File: src/rtl/core/csl_pkg.sv
`timescale 1ns / 1ps
// ----------------------------------------------------------------------------
// csl_pkg - shared types and constants for the clock synthesizer loader
// Frame layout, request modes, fixed register addresses and the beat record
// that the serializer hands to the output register.
// ----------------------------------------------------------------------------
package csl_pkg;

    // Frame and preamble sizes
    localparam int FRAME_BITS    = 24;
    localparam int UNLOCK_PULSES = 5;

    // Native word layout: 3-bit address above 21 data bits
    localparam int DATA_BITS = 21;
    localparam int ADDR_BITS = 3;
    localparam int WORD_BITS = DATA_BITS + ADDR_BITS;

    // Fixed register addresses for the control and divider words
    localparam logic [ADDR_BITS-1:0] CTRL_REG_ADDR = 3'd6;
    localparam logic [ADDR_BITS-1:0] DIV_REG_ADDR  = 3'd5;

    typedef logic [FRAME_BITS-1:0] frame_t;

    typedef enum logic [1:0] {
        MODE_RAW  = 2'd0,
        MODE_VCO  = 2'd1,
        MODE_CTRL = 2'd2,
        MODE_DIV  = 2'd3
    } mode_t;

    // One output beat
    typedef struct packed {
        logic       is_pulse;
        logic       data_at_fall;
        logic       data_at_rise;
        logic [1:0] idle_pins;
        logic       last;
    } beat_t;

    // Form the frame sent on the wire: address above data, sized to FRAME_BITS
    function automatic frame_t build_frame(
        input mode_t                mode,
        input logic [ADDR_BITS-1:0] reg_address,
        input logic [DATA_BITS-1:0] raw_word,
        input logic [6:0]           q_field,
        input logic [2:0]           m_field,
        input logic [6:0]           p_field,
        input logic [3:0]           index_field,
        input logic [5:0]           control_bits,
        input logic [2:0]           divider_bits
    );
        logic [ADDR_BITS-1:0] addr;
        logic [DATA_BITS-1:0] data;
        logic [63:0]          wide;
        unique case (mode)
            MODE_RAW: begin
                addr = reg_address;
                data = raw_word;
            end
            MODE_VCO: begin
                addr = reg_address;
                data = {index_field, p_field, m_field, q_field};
            end
            MODE_CTRL: begin
                addr = CTRL_REG_ADDR;
                data = {control_bits, 15'd0};
            end
            default: begin
                addr = DIV_REG_ADDR;
                data = {divider_bits, 18'd0};
            end
        endcase
        wide = {40'd0, addr, data};
        return wide[FRAME_BITS-1:0];
    endfunction

endpackage

File: src/rtl/core/csl_front.sv
`timescale 1ns / 1ps
// ----------------------------------------------------------------------------
// csl_front - request intake
// Decodes the request mode, packs the frame word and pushes it into the queue.
// ----------------------------------------------------------------------------
module csl_front (
    input  logic                  s_valid,
    output logic                  s_ready,
    input  logic [1:0]            s_mode,
    input  logic [2:0]            s_reg_address,
    input  logic [20:0]           s_raw_word,
    input  logic [6:0]            s_q_field,
    input  logic [2:0]            s_m_field,
    input  logic [6:0]            s_p_field,
    input  logic [3:0]            s_index_field,
    input  logic [5:0]            s_control_bits,
    input  logic [2:0]            s_divider_bits,
    output logic                  push_valid,
    input  logic                  push_ready,
    output csl_pkg::frame_t       push_frame
);

    // Handshake passes straight to the queue
    assign push_valid = s_valid;
    assign s_ready    = push_ready;

    // Frame formation per mode
    always_comb begin
        push_frame = csl_pkg::build_frame(csl_pkg::mode_t'(s_mode), s_reg_address,
                                          s_raw_word, s_q_field, s_m_field,
                                          s_p_field, s_index_field,
                                          s_control_bits, s_divider_bits);
    end

endmodule

File: src/rtl/core/csl_queue.sv
`timescale 1ns / 1ps
// ----------------------------------------------------------------------------
// csl_queue - two-entry frame queue
// Decouples request intake from the serializer so each side stalls alone.
// ----------------------------------------------------------------------------
module csl_queue (
    input  logic            aclk,
    input  logic            aresetn,
    input  logic            push_valid,
    output logic            push_ready,
    input  csl_pkg::frame_t push_frame,
    output logic            pop_valid,
    input  logic            pop_ready,
    output csl_pkg::frame_t pop_frame
);

    csl_pkg::frame_t slot_reg [2];
    logic       wr_ptr_reg, wr_ptr_next;
    logic       rd_ptr_reg, rd_ptr_next;
    logic [1:0] count_reg,  count_next;
    logic       do_push, do_pop;

    assign push_ready = (count_reg != 2'd2);
    assign pop_valid  = (count_reg != 2'd0);
    assign pop_frame  = slot_reg[rd_ptr_reg];

    assign do_push = push_valid && push_ready;
    assign do_pop  = pop_valid && pop_ready;

    // Pointer and fill bookkeeping
    always_comb begin
        wr_ptr_next = wr_ptr_reg ^ do_push;
        rd_ptr_next = rd_ptr_reg ^ do_pop;
        count_next  = count_reg;
        if (do_push && !do_pop) begin
            count_next = count_reg + 2'd1;
        end else if (do_pop && !do_push) begin
            count_next = count_reg - 2'd1;
        end
    end

    always_ff @(posedge aclk) begin
        if (!aresetn) begin
            wr_ptr_reg <= 1'b0;
            rd_ptr_reg <= 1'b0;
            count_reg  <= 2'd0;
        end else begin
            wr_ptr_reg <= wr_ptr_next;
            rd_ptr_reg <= rd_ptr_next;
            count_reg  <= count_next;
        end
    end

    // Storage
    always_ff @(posedge aclk) begin
        if (do_push) begin
            slot_reg[wr_ptr_reg] <= push_frame;
        end
    end

endmodule

File: src/rtl/core/csl_back.sv
`timescale 1ns / 1ps
// ----------------------------------------------------------------------------
// csl_back - pulse serializer
// Walks one frame through unlock, low, start, frame bits, stop and restore,
// one beat per cycle into a registered output stage, unless m_ready stalls it.
// ----------------------------------------------------------------------------
module csl_back (
    input  logic            aclk,
    input  logic            aresetn,
    input  logic            pop_valid,
    output logic            pop_ready,
    input  csl_pkg::frame_t pop_frame,
    input  logic [1:0]      select_levels,
    output logic            m_valid,
    input  logic            m_ready,
    output csl_pkg::beat_t  m_beat
);

    // Pulse index layout: unlock, low, start, frame bits, stop, then restore
    localparam int PULSES = csl_pkg::UNLOCK_PULSES + 2 + csl_pkg::FRAME_BITS + 1;
    localparam int STEP_W = $clog2(PULSES + 1);
    localparam logic [STEP_W-1:0] UNLOCK_END = STEP_W'(csl_pkg::UNLOCK_PULSES);
    localparam logic [STEP_W-1:0] BITS_START = STEP_W'(csl_pkg::UNLOCK_PULSES + 2);
    localparam logic [STEP_W-1:0] BITS_END   =
        STEP_W'(csl_pkg::UNLOCK_PULSES + 2 + csl_pkg::FRAME_BITS);
    localparam logic [STEP_W-1:0] RESTORE_STEP = STEP_W'(PULSES);

    logic                active_reg, active_next;
    logic [STEP_W-1:0]   step_reg,   step_next;
    csl_pkg::frame_t     shift_reg,  shift_next;
    logic                valid_reg,  valid_next;
    csl_pkg::beat_t      beat_reg,   beat_next;
    csl_pkg::beat_t      cur_beat;
    logic                adv;

    assign adv     = !valid_reg || m_ready;
    assign m_valid = valid_reg;
    assign m_beat  = beat_reg;

    // Beat for the current step
    always_comb begin
        cur_beat = '0;
        cur_beat.is_pulse = 1'b1;
        if (step_reg < UNLOCK_END) begin
            cur_beat.data_at_fall = 1'b1;
            cur_beat.data_at_rise = 1'b1;
        end else if (step_reg < BITS_START) begin
            cur_beat.data_at_fall = 1'b0;
            cur_beat.data_at_rise = 1'b0;
        end else if (step_reg < BITS_END) begin
            cur_beat.data_at_fall = ~shift_reg[0];
            cur_beat.data_at_rise = shift_reg[0];
        end else if (step_reg != RESTORE_STEP) begin
            cur_beat.data_at_fall = 1'b1;
            cur_beat.data_at_rise = 1'b1;
        end else begin
            cur_beat.is_pulse  = 1'b0;
            cur_beat.idle_pins = select_levels;
            cur_beat.last      = 1'b1;
        end
    end

    // Sequencer: next frame is taken on the restore beat to keep runs packed
    always_comb begin
        active_next = active_reg;
        step_next   = step_reg;
        shift_next  = shift_reg;
        valid_next  = valid_reg;
        beat_next   = beat_reg;
        pop_ready   = 1'b0;
        if (adv) begin
            valid_next = 1'b0;
        end
        if (active_reg && adv) begin
            valid_next = 1'b1;
            beat_next  = cur_beat;
            step_next  = step_reg + STEP_W'(1);
            if (step_reg >= BITS_START && step_reg < BITS_END) begin
                shift_next = shift_reg >> 1;
            end
            if (step_reg == RESTORE_STEP) begin
                pop_ready   = 1'b1;
                active_next = pop_valid;
                step_next   = '0;
                shift_next  = pop_frame;
            end
        end else if (!active_reg) begin
            pop_ready = 1'b1;
            if (pop_valid) begin
                active_next = 1'b1;
                step_next   = '0;
                shift_next  = pop_frame;
            end
        end
    end

    always_ff @(posedge aclk) begin
        if (!aresetn) begin
            active_reg <= 1'b0;
            step_reg   <= '0;
            valid_reg  <= 1'b0;
        end else begin
            active_reg <= active_next;
            step_reg   <= step_next;
            valid_reg  <= valid_next;
        end
    end

    // Payload registers
    always_ff @(posedge aclk) begin
        shift_reg <= shift_next;
        beat_reg  <= beat_next;
    end

endmodule

File: src/rtl/core/clock_synth_serial_loader_core.sv
`timescale 1ns / 1ps
// ----------------------------------------------------------------------------
// clock_synth_serial_loader_core - serial loader for a clock synthesizer
// Turns one register-program request into the beat sequence that drives the
// two-wire clock/data load, ending in a restore of the idle pin levels.
// ----------------------------------------------------------------------------
// Each accepted request yields 33 result beats: five unlock pulses, a low
// pulse, a start pulse, 24 frame bits LSB first, a stop pulse, then one
// restore beat flagged last. The serializer emits one beat per cycle while
// m_ready does not stall it; a two-entry frame queue lets up to two further
// requests be accepted while a run is in progress, and consecutive runs
// follow with no gap. A request accepted from idle is queued, popped into
// the serializer's shift register, and its first beat is registered onto
// m_valid. The idle levels are read from the configuration register when
// the restore beat is formed; cfg_ready is always high.
// ----------------------------------------------------------------------------
module clock_synth_serial_loader_core (
    input  logic        aclk,
    input  logic        aresetn,
    input  logic        s_valid,
    output logic        s_ready,
    input  logic [1:0]  s_mode,
    input  logic [2:0]  s_reg_address,
    input  logic [20:0] s_raw_word,
    input  logic [6:0]  s_q_field,
    input  logic [2:0]  s_m_field,
    input  logic [6:0]  s_p_field,
    input  logic [3:0]  s_index_field,
    input  logic [5:0]  s_control_bits,
    input  logic [2:0]  s_divider_bits,
    output logic        m_valid,
    input  logic        m_ready,
    output logic        m_is_pulse,
    output logic        m_data_at_fall,
    output logic        m_data_at_rise,
    output logic [1:0]  m_idle_pins,
    output logic        m_last,
    input  logic        cfg_valid,
    output logic        cfg_ready,
    input  logic [1:0]  cfg_data
);

    logic            push_valid, push_ready;
    csl_pkg::frame_t push_frame;
    logic            pop_valid, pop_ready;
    csl_pkg::frame_t pop_frame;
    csl_pkg::beat_t  beat;
    logic [1:0]      select_levels_reg;

    // Configuration register
    assign cfg_ready = 1'b1;

    always_ff @(posedge aclk) begin
        if (!aresetn) begin
            select_levels_reg <= 2'd0;
        end else if (cfg_valid) begin
            select_levels_reg <= cfg_data;
        end
    end

    csl_front u_front (
        .s_valid        (s_valid),
        .s_ready        (s_ready),
        .s_mode         (s_mode),
        .s_reg_address  (s_reg_address),
        .s_raw_word     (s_raw_word),
        .s_q_field      (s_q_field),
        .s_m_field      (s_m_field),
        .s_p_field      (s_p_field),
        .s_index_field  (s_index_field),
        .s_control_bits (s_control_bits),
        .s_divider_bits (s_divider_bits),
        .push_valid     (push_valid),
        .push_ready     (push_ready),
        .push_frame     (push_frame)
    );

    csl_queue u_queue (
        .aclk       (aclk),
        .aresetn    (aresetn),
        .push_valid (push_valid),
        .push_ready (push_ready),
        .push_frame (push_frame),
        .pop_valid  (pop_valid),
        .pop_ready  (pop_ready),
        .pop_frame  (pop_frame)
    );

    csl_back u_back (
        .aclk          (aclk),
        .aresetn       (aresetn),
        .pop_valid     (pop_valid),
        .pop_ready     (pop_ready),
        .pop_frame     (pop_frame),
        .select_levels (select_levels_reg),
        .m_valid       (m_valid),
        .m_ready       (m_ready),
        .m_beat        (beat)
    );

    // Output beat fields
    assign m_is_pulse     = beat.is_pulse;
    assign m_data_at_fall = beat.data_at_fall;
    assign m_data_at_rise = beat.data_at_rise;
    assign m_idle_pins    = beat.idle_pins;
    assign m_last         = beat.last;

endmodule
File: config.mk
export PLATFORM = sky130hd
export DESIGN_NAME = clock_synth_serial_loader_core
export DESIGN_NICKNAME = d
export VERILOG_FILES = /design/src/rtl/core/csl_pkg.sv /design/src/rtl/core/csl_front.sv /design/src/rtl/core/csl_queue.sv /design/src/rtl/core/csl_back.sv /design/src/rtl/core/clock_synth_serial_loader_core.sv
export SDC_FILE = /design/constraint.sdc
export NUM_CORES = 1
export LEC_CHECK = 0
export CORE_UTILIZATION = 41
export CTS_BUF_LIST = sky130_fd_sc_hd__clkbuf_16
export DETAILED_ROUTE_END_ITERATION = 8
export DONT_BUFFER_PORTS = 1
export PLACE_DENSITY = 0.62
export SYNTH_ARGS = -nofsm -noshare
export SYNTH_HDL_FRONTEND = slang
export SYNTH_SLANG_ARGS = --single-unit
File: constraint.sdc
create_clock -name aclk -period 6.44 [get_ports aclk]
set_input_delay 0.644 -clock aclk [delete_from_list [all_inputs] [get_ports aclk]]
set_output_delay 0.644 -clock aclk [all_outputs]
set_load 0.005 [all_outputs]
==> out/qor.csv, run 1 <==
metric,value,unit
number of synthesized flops with an enable pin,78,
CP startpoint kind,flip-flop,
CP Capture Type,flip-flop,
final hold viol count,0,
synth warn,0,
register bit total from synthesis,93,
critical path type,flip-flop to flip-flop,
most frequent cells after synthesis,"edfxtp_1, mux2i_1, o21ai_0",
Initial Utilization,42.0,%
final setup fails,0,
Pwr Total,1.84,mW
Die X-Extent,102,um
"CTS clk-pin slew, worst paths",0.06,ns
Detail Route Antenna Nets,0,
Mean Syn Cell Area,13.0,um2
P_leak,1.56,nW
total routed wirelength,6480,um
largest net degree at the start of global routing,53,
syn nets,383,
Post CTS Setup Buffer Count,0,
Post-synth top flop,edfxtp_1,
post-route setup slack,3.89,ns
routability cong.,0.740,
Worst slew margin,20.8,%
Max VDD drop,0.152,mV
ys async rst share,0,%
library cells used by synthesis,38,
required time of the critical path,6.47,ns
via count,2257,
Largest register FFs,48,
"Min Clock Period, post-route",2.55,ns
Pre-antenna DRT Iters,4,
max-slew violation count,0,
CTS buffer count,9,
sequential area share after synthesis,64.6,%
Area Overhead vs Synth,9.55,%
RSZ-0062 raised after global routing,no,
later-pin clock latency in the skew report,0.33,ns
CTS tree,yes,
status,finished clean,
f_max,393,MHz
Hold Crit Class,primary input to flip-flop,
vias per cell,5.04,
die height,102,um
Sink Count,93,
DP HPWL,4230,um
Worst-Margin Slew,1.19,ns
crit path max fanout,52,
fin crit share,39.5,%
IO Pins,72,
hold-fix buffers at CTS,0,
diodes inserted,0,
Core Rows,36,
Mapped Cells,315,
Max Root-Sink Buffers,2,
share of layout cells above drive strength 1,8.89,%
H-tree level count,3,
Final nets,378,
root buffer cell,clkbuf_16,
most common cell in the netlist,edfxtp_1,
number of DRC markers in iteration 0,85,
Syn Std Cell Area,4090,um2
post-layout util,46.0,%
Max Cap Viol,0,
Die ar.,10400,um2
Clock Skews,0.00502,ns
CORE AREA,9730,um2
"area leader, netlist",edfxtp_1,
Power Dens Cells,410,nW/um2
Area contributors post-synth,"edfxtp_1, mux2i_1, dfxtp_1, o21ai_0, nand2_1",
GR Util All Layers,13.8,%
setup TNS,0,ns
I/O Buffers,0,
post-CTS resize count,0,
initial antenna violation count,0,
"worst slack, placed",3.81,ns
Yosys top cell area share,57.3,%
DRC Markers,0,
drt wl/cell,14.5,um
vias in the first global route,2240,
critical path arrival,2.58,ns
fill cell count,914,
grt ovf,0,
global-route wire length before repair,10700,um
## layer usage
layer | part of all wire, % | GRT usage [%] | wire, um
met5 | 0 | 0 | 0
met4 | 2.4 | 7.25 | 154
met3 | 3.4 | 2.94 | 221
met2 | 46 | 21.9 | 2990
met1 | 48 | 17.7 | 3110
## worst max-delay path, stage by stage (launching register included)
cell	delay (ns)
dfxtp_1	0.41
nor4b_4	0.48
a211oi_4	0.11
buf_4	0.28
a21oi_2	0.62
buf_4	0.33
## cells by family after synthesis
family          Yosys count  synth area share, %
compound gates           58                 8.08
buf+inv                  28                 3.30
flops                    93                 64.6
fa+ha+maj                 5                 1.53
other cells               1               0.0917
simple gates             79                 9.00
xor+xnor                  2                0.428
mux                      49                 12.9
## power breakdown
group | leakage [nW] | switching (mW) | internal [mW]
Combinational | 0.563 | 0.255 | 0.140
Sequential | 0.859 | 0.0540 | 0.874
Clock | 0.142 | 0.213 | 0.299
## worst paths after layout
kind / from / end / slack, ns / cells past startpoint
setup / recovery: u_back.step_reg[2]$_SDFFE_PN0P_ / u_back.shift_reg[6]$_DFFE_PP_ / 3.89 / 5
hold / removal: cfg_data[0] / select_levels_reg[0]$_SDFFE_PN0P_ / 0.46 / 2
setup reg to reg: u_back.step_reg[2]$_SDFFE_PN0P_ / u_back.shift_reg[6]$_DFFE_PP_ / 3.89 / 5
hold reg to reg: select_levels_reg[1]$_SDFFE_PN0P_ / select_levels_reg[1]$_SDFFE_PN0P_ / 0.51 / 2
## cell type report
class	count	area, um2	area share (%)
multi-input combinational	194	1320	29.5
clock buffer	9	225	5.03
timing repair buffer	3	22.5	0.503
clock inverter	7	66.3	1.48
sequential	93	2640	59.0
tap	133	166	3.72
inverter	9	33.8	0.754
## placed cells by master, fill, tap and decap left out, drive strengths merged, types with 4 or more instances in the layout
master,synthesis,final
a21oi,11,11
dfxtp,15,15
o21ai,36,36
mux2i,45,45
ha,5,5
inv,9,11
edfxtp,78,78
nand3,4,4
nand2,33,33
nor2,24,24
clkbuf,7,9
## metrics by stage
step | instances | hold WS [ns] | instance area [um2]
floorplan | 315 | 0.451 | 4090
global placement | 432 | 0.491 | 4190
detailed placement | 432 | 0.512 | 4190
CTS | 448 | 0.458 | 4480
global route | 448 | 0.456 | 4480
finish | 448 | 0.462 | 4480
(Power assumes the default switching activity.)
==> run 2, diff against run 1 <==
PLACE_DENSITY = 0.64   (was 0.62)
clock period = 2.3 ns   (was 6.44 ns; I/O delays follow)
==> out/qor.csv, run 2 (synthesis gave the netlist of run 1 again) <==
metric,value,unit
status,finished clean,
Initial Utilization,42.0,%
DR top layer,met4,
P_leak,1.62,nW
largest net degree at the start of global routing,27,
CP Buf/Inv Count,0,
clock power share,28.4,%
final hold viol count,0,
drt wl/cell,14.7,um
critical path type,flip-flop to flip-flop,
"CP delay by family, top",simple AND/OR/NAND/NOR gates,
crit path max fanout,10,
Final nets,384,
H-tree level count,3,
final setup fails,0,
Max VDD drop,0.491,mV
fin crit share,91.9,%
Area Overhead vs Synth,11.6,%
crit path cell chain,"nor4b_4, nand2_1, o21ai_1, o21ai_0, ha_1, or3_1, a21oi_1",
switching part of the total,27.7,%
IO Pins,72,
required time of the critical path,2.56,ns
CP Capture Type,flip-flop,
"CTS clk-pin slew, worst paths",0.06,ns
number of DRC markers in iteration 0,86,
internal power,3.84,mW
CTS buffer count,9,
total routed wirelength,6670,um
CTS tree,yes,
Critical-path top delay cell,dfxtp_1,
hold-fix buffers at CTS,0,
Post CTS Setup Buffer Count,0,
initial antenna violation count,0,
routability cong.,0.820,
Sink Count,93,
vias per cell,5.09,
post-CTS resize count,0,
met2 WL,3170,um
Pre-antenna DRT Iters,4,
setup TNS,0,ns
diodes inserted,0,
vias in the first global route,2157,
DRC Markers,0,
CP peak stage delay,0.41,ns
global-route wire length before repair,10400,um
metal3 WL,269,um
via count,2313,
Die X-Extent,102,um
grt ovf,0,
CP startpoint kind,flip-flop,
Logic pwr share,22.6,%
Die ar.,10400,um2
later-pin clock latency in the skew report,0.33,ns
die height,102,um
"most common cell after layout, fill and taps aside",edfxtp_1,
Largest register FFs,48,
GR Util All Layers,13.6,%
critical path arrival,2.38,ns
CORE AREA,9730,um2
Detail Route Antenna Nets,0,
Reg power frac,49.0,%
share of layout cells above drive strength 1,10.9,%
"worst slack, placed",0.138,ns
Clock Skews,0.00540,ns
max-slew violation count,0,
Power Dens Cells,1160,nW/um2
Max Root-Sink Buffers,2,
Hold Crit Class,primary input to flip-flop,
post-route setup slack,0.185,ns
I/O Buffers,0,
DP HPWL,4370,um
Max Cap Viol,0,
WL met1,3100,um
RSZ-0062 raised after global routing,no,
root buffer cell,clkbuf_16,
"commonest non-fill, non-tap cells in the layout","edfxtp_1, mux2i_1, o21ai_0, nand2_1, nor2_1",
Core Rows,36,
Psw,1.47,mW
"Min Clock Period, post-route",2.11,ns
f_max,473,MHz
post-layout util,46.9,%
-- run 2: cell type report --
| cell class | count | area, um2 |
|---|---|---|
| clock buffer | 9 | 225 |
| clock inverter | 7 | 83.8 |
| fill | 894 | 5160 |
| inverter | 9 | 33.8 |
| multi-input combinational | 194 | 1330 |
| sequential | 93 | 2640 |
| tap | 133 | 166 |
| timing repair buffer | 9 | 80.1 |
-- run 2: per-layer routing --
metal	vias up	global-route usage [%]
met2	60	22.2
met1	1094	16.9
met4	0	5.16
met5	-	0
li1	1147	-
met3	12	4.51
-- run 2: path summary, 6_finish.rpt --
check,from,endpoint,slack [ns],depth (start not counted)
max,u_back.step_reg[3]$_SDFFE_PN0P_,u_queue.count_reg[1]$_SDFFE_PN0P_,0.19,7
min,cfg_data[0],select_levels_reg[0]$_SDFFE_PN0P_,0.05,2
max reg2reg,u_back.step_reg[3]$_SDFFE_PN0P_,u_queue.count_reg[1]$_SDFFE_PN0P_,0.19,7
min reg2reg,select_levels_reg[1]$_SDFFE_PN0P_,select_levels_reg[1]$_SDFFE_PN0P_,0.51,2
-- run 2: through the flow --
stage	hold WS (ns)	area (um2)	power, mW	std cells
after global placement	0.386	4250	3.78	438
final	0.0529	4560	5.30	454
after global routing	0.0446	4560	5.61	454
after CTS	0.0471	4560	5.36	454
after floorplan	0.377	4100	3.48	315
after detailed placement	0.398	4250	3.84	438
-- run 2: power by group through the flow --
stage / clock [mW] / sequential (mW) / combinational, mW
after floorplan: 0 / 2.58 / 0.896
after detailed placement: 0 / 2.63 / 1.21
final: 1.51 / 2.60 / 1.20
after global placement: 0 / 2.61 / 1.17
after CTS: 1.55 / 2.60 / 1.21
after global routing: 1.62 / 2.64 / 1.35
